<file path="config.mk">
export PLATFORM = sky130hd
export DESIGN_NAME = first_fit_segment_allocator
export DESIGN_NICKNAME = d
export VERILOG_FILES = /design/src/ffsa_pkg.sv /design/src/first_fit_segment_allocator.sv
export SDC_FILE = /design/constraint.sdc
export NUM_CORES = 2
export LEC_CHECK = 0
export BUFFER_PORTS_ARGS = -buffer_cell sky130_fd_sc_hd__buf_2
export CORE_UTILIZATION = 52
export CTS_CLUSTER_DIAMETER = 60
export DETAILED_ROUTE_END_ITERATION = 8
export GPL_ROUTABILITY_DRIVEN = 0
export GPL_TIMING_DRIVEN = 1
export PLACE_DENSITY = 0.72
export SLEW_MARGIN = 5
export SYNTH_ARGS = -nofsm -noshare
export SYNTH_HDL_FRONTEND = slang
export SYNTH_SLANG_ARGS = --single-unit
</file>
<file path="constraint.sdc">
create_clock -name clk_i -period 6.45 [get_ports clk_i]
set_input_delay 0.3225 -clock clk_i [delete_from_list [all_inputs] [get_ports clk_i]]
set_output_delay 0.3225 -clock clk_i [all_outputs]
set_load 0.1 [all_outputs]
</file>
<file path="src/ffsa_pkg.sv">
// ----------------------------------------------------------------------------
// ffsa_pkg
// shared widths and status codes of the first-fit segment allocator
// ----------------------------------------------------------------------------
package ffsa_pkg;
  localparam int unsigned FreeEntries = 16;
  localparam int unsigned UsedEntries = 16;
  localparam int unsigned AddrBits    = 20;
  localparam int unsigned SizeBits    = AddrBits + 1;
  localparam int unsigned FreeIdxBits = $clog2(FreeEntries);
  localparam int unsigned UsedIdxBits = $clog2(UsedEntries);
  localparam int unsigned FreeCntBits = $clog2(FreeEntries + 1);
  localparam int unsigned UsedCntBits = $clog2(UsedEntries + 1);

  typedef enum logic [1:0] {
    StOk      = 2'd0,
    StNoFit   = 2'd1,
    StUnknown = 2'd2,
    StFull    = 2'd3
  } status_e;

  typedef enum logic {
    CmdAlloc   = 1'b0,
    CmdRelease = 1'b1
  } cmd_e;

  // one table entry: start offset and length
  typedef struct packed {
    logic [AddrBits-1:0] start;
    logic [SizeBits-1:0] len;
  } seg_t;
endpackage

</file>
<file path="src/first_fit_segment_allocator.sv">
// ----------------------------------------------------------------------------
// first_fit_segment_allocator
// first-fit allocator with address-ordered free table and allocated table
// ----------------------------------------------------------------------------
// usage:
//   s_axis carries one request item: tdata = {release_address, request_size}
//   plus tuser = cmd (0 allocate, 1 release). m_axis returns one result item
//   per request: tdata = {block_address, status}.
//   pool_size is written through cfg_we_i / cfg_wdata_i while idle; a write
//   clears both tables to a single free segment [0, pool_size), or none if 0.
// timing:
//   the free and used tables sit in synchronous memories with one read and
//   one write port (registered read data). every table read is followed by
//   a bubble state. an item rejected up front goes straight to the output;
//   an allocate reads free entries in order, plus the shift for a used-up
//   segment; a release searches used entries, passes or moves free entries
//   and moves used entries down. one item at a time.
// reset:
//   rst_ni clears control; pool_size returns to 2^20 and the tables hold one
//   free segment. the entry 0 of the free table lives in the memory but a
//   fresh flag makes it read as (0, pool_size) until first written.
// stalls:
//   the result waits in the output register; the next item is taken while it
//   waits, but its own result must leave before the following one is made.
module first_fit_segment_allocator
  import ffsa_pkg::*;
(
  input  logic                clk_i,
  input  logic                rst_ni,
  input  logic                cfg_we_i,
  input  logic [SizeBits-1:0] cfg_wdata_i,
  input  logic                s_axis_tvalid,
  output logic                s_axis_tready,
  // [20:0] request_size, [40:21] release_address, [47:41] zero
  input  logic [47:0]         s_axis_tdata,
  // [0] cmd
  input  logic                s_axis_tuser,
  output logic                m_axis_tvalid,
  input  logic                m_axis_tready,
  // [1:0] status, [21:2] block_address, [23:22] zero
  output logic [23:0]         m_axis_tdata
);

  typedef enum logic [10:0] {
    SIdle    = 11'b00000000001,
    SAScan   = 11'b00000000010, // alloc: read free entries in order
    SAUpd    = 11'b00000000100, // alloc: write shrunk segment or start drop
    SFShift  = 11'b00000001000, // shift free entries (down or up)
    SRScan   = 11'b00000010000, // release: search used table newest first
    SRLen    = 11'b00000100000, // release: decide after match
    SRPos    = 11'b00001000000, // release: find insert point in free table
    SRIns    = 11'b00010000000, // release: write new free entry
    SUShift  = 11'b00100000000, // remove used entry by shifting down
    SOut     = 11'b01000000000, // hand result to the output register
    SWait    = 11'b10000000000  // sync read latency bubble
  } state_e;

  state_e state_q, state_d, ret_q, ret_d;

  // memories
  seg_t free_mem [FreeEntries];
  seg_t used_mem [UsedEntries];
  seg_t free_rd_q, used_rd_q;

  logic                   free_we, used_we;
  logic [FreeIdxBits-1:0] free_waddr, free_raddr;
  logic [UsedIdxBits-1:0] used_waddr, used_raddr;
  seg_t                   free_wdata, used_wdata;
  logic                   free_re, used_re;

  always_ff @(posedge clk_i) begin
    if (free_we) free_mem[free_waddr] <= free_wdata;
    if (free_re) free_rd_q <= free_mem[free_raddr];
    if (used_we) used_mem[used_waddr] <= used_wdata;
    if (used_re) used_rd_q <= used_mem[used_raddr];
  end

  // registers
  logic [SizeBits-1:0]    pool_q;
  logic                   fresh_q, fresh_d;   // free entry 0 still (0,pool)
  logic                   frd_slot0_q;        // last free read was entry 0
  logic [FreeCntBits-1:0] fcnt_q, fcnt_d;
  logic [UsedCntBits-1:0] ucnt_q, ucnt_d;
  logic [FreeCntBits-1:0] fi_q, fi_d, fend_q, fend_d;
  logic [UsedCntBits-1:0] ui_q, ui_d;
  logic                   fdir_q, fdir_d;     // 0 shift down, 1 shift up
  logic                   cmd_q;
  logic [SizeBits-1:0]    want_q;
  logic [AddrBits-1:0]    rel_q;
  seg_t                   hold_q, hold_d;
  logic [1:0]             st_q, st_d;
  logic [AddrBits-1:0]    addr_q, addr_d;
  logic                   ovalid_q, ovalid_d;
  logic [1:0]             ost_q, ost_d;
  logic [AddrBits-1:0]    oaddr_q, oaddr_d;

  logic [SizeBits-1:0] pool_clamp;
  assign pool_clamp = (cfg_wdata_i > SizeBits'(1 << AddrBits))
                      ? SizeBits'(1 << AddrBits) : cfg_wdata_i;

  seg_t free_rd;
  assign free_rd = (fresh_q && frd_slot0_q) ? seg_t'{start: '0, len: pool_q} : free_rd_q;

  assign s_axis_tready = (state_q == SIdle) && !cfg_we_i;
  assign m_axis_tvalid = ovalid_q;
  assign m_axis_tdata  = {2'b00, oaddr_q, ost_q};

  // insert slot: after an upward shift it is fend, else fi
  function automatic logic [FreeCntBits-1:0] fend_sel(
    input logic dir, input logic [FreeCntBits-1:0] fi, input logic [FreeCntBits-1:0] fe);
    return dir ? fe : fi;
  endfunction

  always_comb begin
    state_d = state_q; ret_d = ret_q;
    fresh_d = fresh_q; fcnt_d = fcnt_q; ucnt_d = ucnt_q;
    fi_d = fi_q; fend_d = fend_q; ui_d = ui_q; fdir_d = fdir_q;
    hold_d = hold_q; st_d = st_q; addr_d = addr_q;
    ovalid_d = ovalid_q; ost_d = ost_q; oaddr_d = oaddr_q;
    free_we = 1'b0; free_waddr = '0; free_wdata = '0;
    free_re = 1'b0; free_raddr = '0;
    used_we = 1'b0; used_waddr = '0; used_wdata = '0;
    used_re = 1'b0; used_raddr = '0;

    if (ovalid_q && m_axis_tready) ovalid_d = 1'b0;

    unique case (state_q)
      SIdle: begin
        if (s_axis_tvalid && s_axis_tready) begin
          st_d   = StOk;
          addr_d = '0;
          fdir_d = 1'b0;
          if (s_axis_tuser == CmdAlloc) begin
            if (ucnt_q >= UsedCntBits'(UsedEntries)) begin
              st_d = StFull; state_d = SOut;
            end else if (fcnt_q == '0) begin
              st_d = StNoFit; state_d = SOut;
            end else begin
              free_re = 1'b1; free_raddr = '0;
              fi_d = '0; state_d = SWait; ret_d = SAScan;
            end
          end else begin
            if (ucnt_q == '0) begin
              st_d = StUnknown; state_d = SOut;
            end else begin
              ui_d = ucnt_q - 1'b1;
              used_re = 1'b1; used_raddr = UsedIdxBits'(ucnt_q - 1'b1);
              state_d = SWait; ret_d = SRScan;
            end
          end
        end
      end
      SWait: state_d = ret_q;
      SAScan: begin
        if (free_rd.len >= want_q) begin
          addr_d = free_rd.start;
          used_we = 1'b1; used_waddr = UsedIdxBits'(ucnt_q);
          used_wdata = '{start: free_rd.start, len: want_q};
          ucnt_d = ucnt_q + 1'b1;
          hold_d = '{start: free_rd.start + want_q[AddrBits-1:0],
                     len: free_rd.len - want_q};
          state_d = SAUpd;
        end else if (fi_q + 1'b1 >= fcnt_q) begin
          st_d = StNoFit; state_d = SOut;
        end else begin
          fi_d = fi_q + 1'b1;
          free_re = 1'b1; free_raddr = FreeIdxBits'(fi_q + 1'b1);
          state_d = SWait; ret_d = SAScan;
        end
      end
      SAUpd: begin
        if (fi_q == '0) fresh_d = 1'b0;
        if (hold_q.len != '0) begin
          free_we = 1'b1; free_waddr = FreeIdxBits'(fi_q); free_wdata = hold_q;
          state_d = SOut;
        end else begin
          // drop entry fi by moving later entries down one
          fcnt_d = fcnt_q - 1'b1; fdir_d = 1'b0;
          fend_d = fcnt_q - 1'b1; ret_d = SOut;
          if (fi_q + 1'b1 >= fcnt_q) state_d = SOut;
          else begin
            free_re = 1'b1; free_raddr = FreeIdxBits'(fi_q + 1'b1);
            state_d = SWait; ret_d = SFShift;
          end
        end
      end
      SFShift: begin
        // down: data just read from fi+1 goes to fi; up: from fi-1 to fi
        free_we = 1'b1; free_waddr = FreeIdxBits'(fi_q); free_wdata = free_rd;
        if (fi_q == '0) fresh_d = 1'b0;
        if (fdir_q == 1'b0) begin
          if (fi_q + 2'd2 > fend_q) state_d = SOut;
          else begin
            fi_d = fi_q + 1'b1;
            free_re = 1'b1; free_raddr = FreeIdxBits'(fi_q + 2'd2);
            state_d = SWait; ret_d = SFShift;
          end
        end else begin
          if (fi_q - 1'b1 <= fend_q) state_d = SRIns;
          else begin
            fi_d = fi_q - 1'b1;
            free_re = 1'b1; free_raddr = FreeIdxBits'(fi_q - 2'd2);
            state_d = SWait; ret_d = SFShift;
          end
        end
      end
      SRScan: begin
        if (used_rd_q.start == rel_q) begin
          hold_d = used_rd_q; state_d = SRLen;
        end else if (ui_q == '0) begin
          st_d = StUnknown; state_d = SOut;
        end else begin
          ui_d = ui_q - 1'b1;
          used_re = 1'b1; used_raddr = UsedIdxBits'(ui_q - 1'b1);
          state_d = SWait; ret_d = SRScan;
        end
      end
      SRLen: begin
        if (hold_q.len == '0) begin
          state_d = SUShift; ret_d = SOut;
          ucnt_d = ucnt_q - 1'b1;
          if (ui_q + 1'b1 < ucnt_q) begin
            used_re = 1'b1; used_raddr = UsedIdxBits'(ui_q + 1'b1);
            state_d = SWait; ret_d = SUShift;
          end else state_d = SOut;
        end else if (fcnt_q >= FreeCntBits'(FreeEntries)) begin
          st_d = StFull; state_d = SOut;
        end else if (fcnt_q == '0) begin
          fi_d = '0; state_d = SRIns;
        end else begin
          fi_d = '0; free_re = 1'b1; free_raddr = '0;
          state_d = SWait; ret_d = SRPos;
        end
      end
      SRPos: begin
        if (free_rd.start > rel_q) begin
          // make room at fi by moving [fi, fcnt) up one
          fend_d = fi_q; fdir_d = 1'b1; fi_d = fcnt_q;
          free_re = 1'b1; free_raddr = FreeIdxBits'(fcnt_q - 1'b1);
          state_d = SWait; ret_d = SFShift;
        end else if (fi_q + 1'b1 >= fcnt_q) begin
          fi_d = fcnt_q; state_d = SRIns;
        end else begin
          fi_d = fi_q + 1'b1;
          free_re = 1'b1; free_raddr = FreeIdxBits'(fi_q + 1'b1);
          state_d = SWait; ret_d = SRPos;
        end
      end
      SRIns: begin
        free_we = 1'b1; free_waddr = FreeIdxBits'(fend_sel(fdir_q, fi_q, fend_q));
        free_wdata = hold_q;
        if (fend_sel(fdir_q, fi_q, fend_q) == '0) fresh_d = 1'b0;
        fcnt_d = fcnt_q + 1'b1;
        ucnt_d = ucnt_q - 1'b1;
        if (ui_q + 1'b1 < ucnt_q) begin
          used_re = 1'b1; used_raddr = UsedIdxBits'(ui_q + 1'b1);
          state_d = SWait; ret_d = SUShift;
        end else state_d = SOut;
      end
      SUShift: begin
        used_we = 1'b1; used_waddr = UsedIdxBits'(ui_q); used_wdata = used_rd_q;
        if (ui_q + 2'd2 > ucnt_q) state_d = SOut;
        else begin
          ui_d = ui_q + 1'b1;
          used_re = 1'b1; used_raddr = UsedIdxBits'(ui_q + 2'd2);
          state_d = SWait; ret_d = SUShift;
        end
      end
      SOut: begin
        if (!ovalid_q || m_axis_tready) begin
          ovalid_d = 1'b1; ost_d = st_q;
          oaddr_d = (st_q == StOk && cmd_q == CmdAlloc) ? addr_q : '0;
          state_d = SIdle;
        end
      end
      default: state_d = SIdle;
    endcase

    // pool write: tables collapse to one free segment, or none for a zero pool
    if (cfg_we_i) begin
      fresh_d = 1'b1;
      fcnt_d  = (pool_clamp == '0) ? '0 : FreeCntBits'(1);
      ucnt_d  = '0;
    end
  end

  always_ff @(posedge clk_i or negedge rst_ni) begin
    if (!rst_ni) begin
      state_q  <= SIdle;
      ret_q    <= SIdle;
      pool_q   <= SizeBits'(1 << AddrBits);
      fresh_q  <= 1'b1;
      fcnt_q   <= FreeCntBits'(1);
      ucnt_q   <= '0;
      ovalid_q <= 1'b0;
      fdir_q   <= 1'b0;
    end else begin
      state_q  <= state_d;
      ret_q    <= ret_d;
      fresh_q  <= fresh_d;
      fcnt_q   <= fcnt_d;
      ucnt_q   <= ucnt_d;
      ovalid_q <= ovalid_d;
      fdir_q   <= fdir_d;
      if (cfg_we_i) pool_q <= pool_clamp;
    end
  end

  always_ff @(posedge clk_i) begin
    fi_q   <= fi_d;
    fend_q <= fend_d;
    ui_q   <= ui_d;
    hold_q <= hold_d;
    st_q   <= st_d;
    addr_q <= addr_d;
    ost_q  <= ost_d;
    oaddr_q <= oaddr_d;
    if (free_re) frd_slot0_q <= (free_raddr == '0);
    if (s_axis_tvalid && s_axis_tready) begin
      cmd_q  <= s_axis_tuser;
      want_q <= s_axis_tdata[SizeBits-1:0];
      rel_q  <= s_axis_tdata[SizeBits+AddrBits-1:SizeBits];
    end
  end

endmodule
</file>
Yosys cells after proc, flatten, opt, wreduce, memory -nomap -nowiden:

Memories as Yosys holds them, arrays and structs flattened. A register that Yosys moved wholly into a read port is not among the register bits.
Index checks and enable logic that the tools add are counted.

* add/subtract/negate cells: 13
* order comparisons: 10
* equal/unequal tests: 47
* mux-type cells: 164
* bitwise logic cells: 1
* reduce and logical (&&, ||, !) cells: 44

Operators with widths (number)
* 11-bit 2-to-1 mux: 41
* 41-bit 2-to-1 mux: 5
* 41-bit case mux with 2 select lines: 2
* 5-bit 2-to-1 mux: 26
* 41-bit case mux with 3 select lines: 1
* 11-bit case mux with 11 select lines: 1
* 11-bit case mux with 9 select lines: 1
* 4-bit 2-to-1 mux: 17
* 21-bit logical NOT: 2
* 2-bit != test (second input constant): 21
* 20-bit 2-to-1 mux: 2
* 20-bit case mux with 2 select lines: 1
* 1-bit 2-to-1 mux: 38
* 3-bit != test (second input constant): 12
* 5-bit case mux with 3 select lines: 2
* 5-bit logical NOT: 5
* 5-bit case mux with 5 select lines: 1
* 21-bit >= comparator: 1
* 21-bit > comparator (second input constant): 1
* 21-bit 2-to-1 mux: 1
* 21-bit nonzero test: 1
* 21-bit subtractor: 1
* 20-bit adder: 1
* 5-bit by 1-bit adder with 5-bit output (second input constant): 4
* 54 further kinds: 91

* register bits after elaboration: 199
* memory bits (writable): 1312
* logic and storage cells: 302
* memories kept: 2

Memories
* free_mem: depth 16, bits a word 41, read ports 1, clocked after memory_dff 1, write ports 1, RTL line first_fit_segment_allocator.sv:61 `seg_t free_mem [FreeEntries];`
* used_mem: depth 16, bits a word 41, read ports 1, clocked after memory_dff 1, write ports 1, RTL line first_fit_segment_allocator.sv:62 `seg_t used_mem [UsedEntries];`

Depth between registers and ports, before layout:

* depth after elaboration: 7
* depth in mapped cells: 20

Worst setup path after synthesis:

OpenSTA, ideal clock, no wires.

* path kind: flip-flop to flip-flop
* start point: register state_q[2]
* end point: register frd_slot0_q (enable)
* setup time: 0.453 ns
* arrival: 5.698 ns
* data required time: 5.997 ns
* path slack: 0.298 ns
* stages on the path, launching flop included: 8
* path buffers: 1
* period minus slack after synthesis: 6.152 ns
* cells stage by stage: dfrtp_1 -> buf_2 -> nor4_1 -> nand3_1 -> or3b_1 -> nor2_1 -> a32oi_1 -> o211ai_1

* longest elaborated chain between the ends: 5
* elaborated cells on any way between the ends: 10

Ends and longest elaborated chain
* from (decl): RTL line first_fit_segment_allocator.sv:58 `state_e state_q, state_d, ret_q, ret_d;`
* from (signal assigned): RTL line first_fit_segment_allocator.sv:289 `state_q <= SIdle;`
* from (signal assigned): RTL line first_fit_segment_allocator.sv:298 `state_q <= state_d;`
* 11-bit by 1-bit == test with 1-bit output: RTL line first_fit_segment_allocator.sv:104, first_fit_segment_allocator.sv:127
* 1-bit logical AND: RTL line first_fit_segment_allocator.sv:104 `assign s_axis_tready = (state_q == SIdle) && !cfg_we_i;`
* 1-bit logical AND: RTL line first_fit_segment_allocator.sv:129 `if (s_axis_tvalid && s_axis_tready) begin`
* 1-bit 2-to-1 mux: RTL line first_fit_segment_allocator.sv:129
* 1-bit case mux with 6 select lines (*): RTL line first_fit_segment_allocator.sv:127 `unique case (state_q)`
* net free_re: RTL line first_fit_segment_allocator.sv:69 `logic free_re, used_re;`
* to (signal assigned): RTL line first_fit_segment_allocator.sv:318 `if (free_re) frd_slot0_q <= (free_raddr == '0);`
* to (decl): RTL line first_fit_segment_allocator.sv:81 `logic frd_slot0_q;`

The timed path passes the listed nets; every way through them passes the cells marked *.
A chain may end at the register's enable or synchronous reset.

==> flow_summary.toml <==
[outcome]
outcome = "completed"

[layout]
final_cell_mix = "1537 x edfxtp_1, 622 x mux2i_1, 427 x nand2_1"
final_common_cell = "edfxtp_1"
nets = 5608
final_layout_size_suffix_gt1_share_pct = 11.5
post-route-util_pct = 59.5
area_growth_pct = 13.0

[timing]
max_freq_mhz = 174
hold_viol = 0
finalCritPeriodShare_pct = 89.0
min_period_ns = 5.74
skew_ns = 0.0313
final-setup-viol-count = 0
relSlewSlack_pct = 18.8
setup_tns_ns = 0
maxSlewViolCount = 0
max_slew.worst_pin.slew_ns = 1.21
rsz0062_at_grt = "no"
holdWs_ns = 0.0851

[cts]
cts_resized = 0
post_cts_buffers = 0
cts_tree = "built"
root_buffer = "clkbuf_16"
cts_buffers = 165
holdBufCountCts = 71
clkSlewWorstSetupHoldPaths_ns = 0.06
h-tree-depth = 4
clk_latency_ns = 0.81
clkSinkCount = 1589
clock_path_buffers = 3

[die]
initial_core_util_pct = 52.7
core.rowCount = 136
die_w_um = 376
dieArea_mm2 = 0.142
io_pins = 101
placeableCoreArea_mm2 = 0.138
die_h_um = 376

[synth]
avgSynthCellArea_um2 = 13.7
async_reset_ff_share_pct = 3.27
ys.flop_type = "edfxtp_1"
yosysSeqAreaShare_pct = 65.2
yosysWarnings = 0
ys_seq_elements = 1589
syn-instance-count = 5318
synth_cell_type_count = 90
synth_edf_count = 1537
synth_area_mm2 = 0.0728

[setup_path]
cp_cell_sequence = "nand2_2 -> buf_12 -> buf_4 -> and2_1 -> ha_1 -> a21oi_1 -> o21ai_0 -> a311o_1 -> o221ai_1 -> o21ai_1 -> a211o_2 -> nor2_4 -> buf_12 -> buf_4 -> mux2_1 -> a32oi_1 -> nand3_1"
end_kind = "register"
critPathMaxFanout = 40
cpLargestDelayFamily = "compound AO/OA/AOI/OAI gates"
arrival_ns = 6.26
regToRegSetupSlack_ns = 0.71
crit_path_start_kind = "register"
crit_buf_inv = 4
critical_path_class = "reg -> reg"
cp_slowest_cell = "dfstp_2"
slowest_delay_ns = 0.58
cp_data_required_time_ns = 6.97

[hold_path]
hold_class = "in -> reg"

[job]
cap_violations = 0

[power_and_ir_drop]
switching_share_pct = 26.6
power_frac_clock_pct = 39.5
ir_drop_uv = 445
power-per-cell-area_mw_per_mm2 = 291
seqPwrFrac_pct = 48.7
leakage_nw = 28.3
fin_total_pwr_mw = 24.0
internal_power_mw = 17.6
p_sw_mw = 6.37
combPwrFrac_pct = 11.8

[detailed_routing]
dr.pass1.iters = 9
post_drt_wl_per_cell_um = 28.1
via_per_inst = 6.61
final_antenna_net_count = 0
routed_wl_um = 209000
drt_iter0_drc = 6674
via_count = 49200
post-route-drc-count = 0

[global_routing]
grt_max_degree = 165
grt_use_total_pct = 29.2
grt_overflow = 0
grt_pass1_wl_um = 307000
grt_pass1_vias = 47700
antenna_found_initial = 6

[placement]
dpl.hpwl_um = 121000
port_buffers = 91
power groups by stage:
stage	logic, mW	registers [mW]	clock network [mW]
6_report	2.83	11.7	9.45
5_1_grt	2.98	11.7	9.91
4_1_cts	2.77	11.7	9.52
3_5_place_dp	2.72	11.9	0
3_3_place_gp	2.69	11.9	0
2_1_floorplan	1.74	11.9	0
worst min-delay path, cell delays in order:
cell	delay, ns
buf_2	0.10
buf_4	0.25
nor2_1	0.15
cell usage after synthesis, types with 9 or more instances:
library cell  count  area, µm²
a211oi_1         13       97.6
a21boi_0         44        330
a21o_1           21        158
a21oi_1         122        611
a221o_1          43        430
a222oi_1         43        430
a22o_1           53        464
a311oi_1         41        359
a32oi_1          48        420
and2_1           63        394
and3_1           94        588
buf_1            39        146
buf_2            29        145
buf_4            19        143
buf_6            44        495
clkbuf_1        270       1010
dfrtp_1          47       1180
edfxtp_1       1537      46200
ha_1             95       1190
inv_1           104        390
mux2_1           65        732
mux2_2           24        270
mux2i_1         622       6230
nand2_1         430       1610
nand2b_1         11       68.8
nand3_1         235       1180
nand4_1         261       1630
nor2_1          139        522
nor2b_1           9       56.3
nor3_1          111        556
nor4_1           16        100
o2111ai_1        42        368
o211ai_1        132        991
o21a_1           14        105
o21ai_0         174        871
o22ai_1          13       81.3
o31ai_1           9       67.6
xnor2_1          49        429
xor2_1           34        298
logic make-up after synthesis:
logic type / after synthesis / synth area share, %
DFF: 1589 / 65.2
and+or+nand+nor: 1428 / 9.90
AOI/OAI and AO/OA: 901 / 9.05
muxes: 712 / 9.95
buffers and inverters: 507 / 3.22
adders and majority gates: 97 / 1.69
xor gates and xnor gates: 83 / 0.999
other: 1 / 0.00515
metal layers:
metal / GRT usage, % / vias to the layer above / share of wire (%)
met2: 45.5 / 3052 / 46
li1: - / 21100 / -
met1: 38.2 / 24300 / 37
met4: 15.1 / 6 / 5.4
met3: 6.66 / 625 / 11
met5: 0 / - / 0.019
state kept, by name, summed over array words and instances (netlist names), 2 cells and up:
name	count
addr_q	20
fcnt_q	5
fend_q	5
fi_q	5
free_mem	656
free_rd_q	41
hold_q	41
oaddr_q	20
ost_q	2
pool_q	21
rel_q	20
ret_q	7
st_q	2
state_q	11
ucnt_q	5
ui_q	5
used_mem	656
used_rd_q	41
want_q	21
path summary, 6_finish.rpt:
path                               start            end  cells after the start
min in group asynchronous         rst_ni  m_axis_tvalid                      3
worst min-delay path            cfg_we_i      fcnt_q[4]                      3
worst min register to register  ret_q[0]     state_q[0]                      2
worst max-delay path             fresh_q  free_rd_q[32]                     17
max in group asynchronous         rst_ni      pool_q[7]                      3
worst max register to register   fresh_q  free_rd_q[32]                     17
final cells by class:
type	count	area, µm²
fill	10500	55900
sequential	1589	47500
multi-input combinational	3223	23500
clock buffer	202	4420
timing repair buffer	351	3160
tap	1863	2330
clock inverter	105	955
inverter	106	403
antenna	2	5.00
metrics by stage:
stage	setup slack, ns	std cells	area (µm²)
floorplan	0.298	5319	72800
global placement	0.961	7061	76100
detailed placement	0.888	7061	76100
CTS	0.875	7439	82200
global route	0.563	7439	82200
finish	0.710	7441	82200
(Power assumes the default switching activity.)
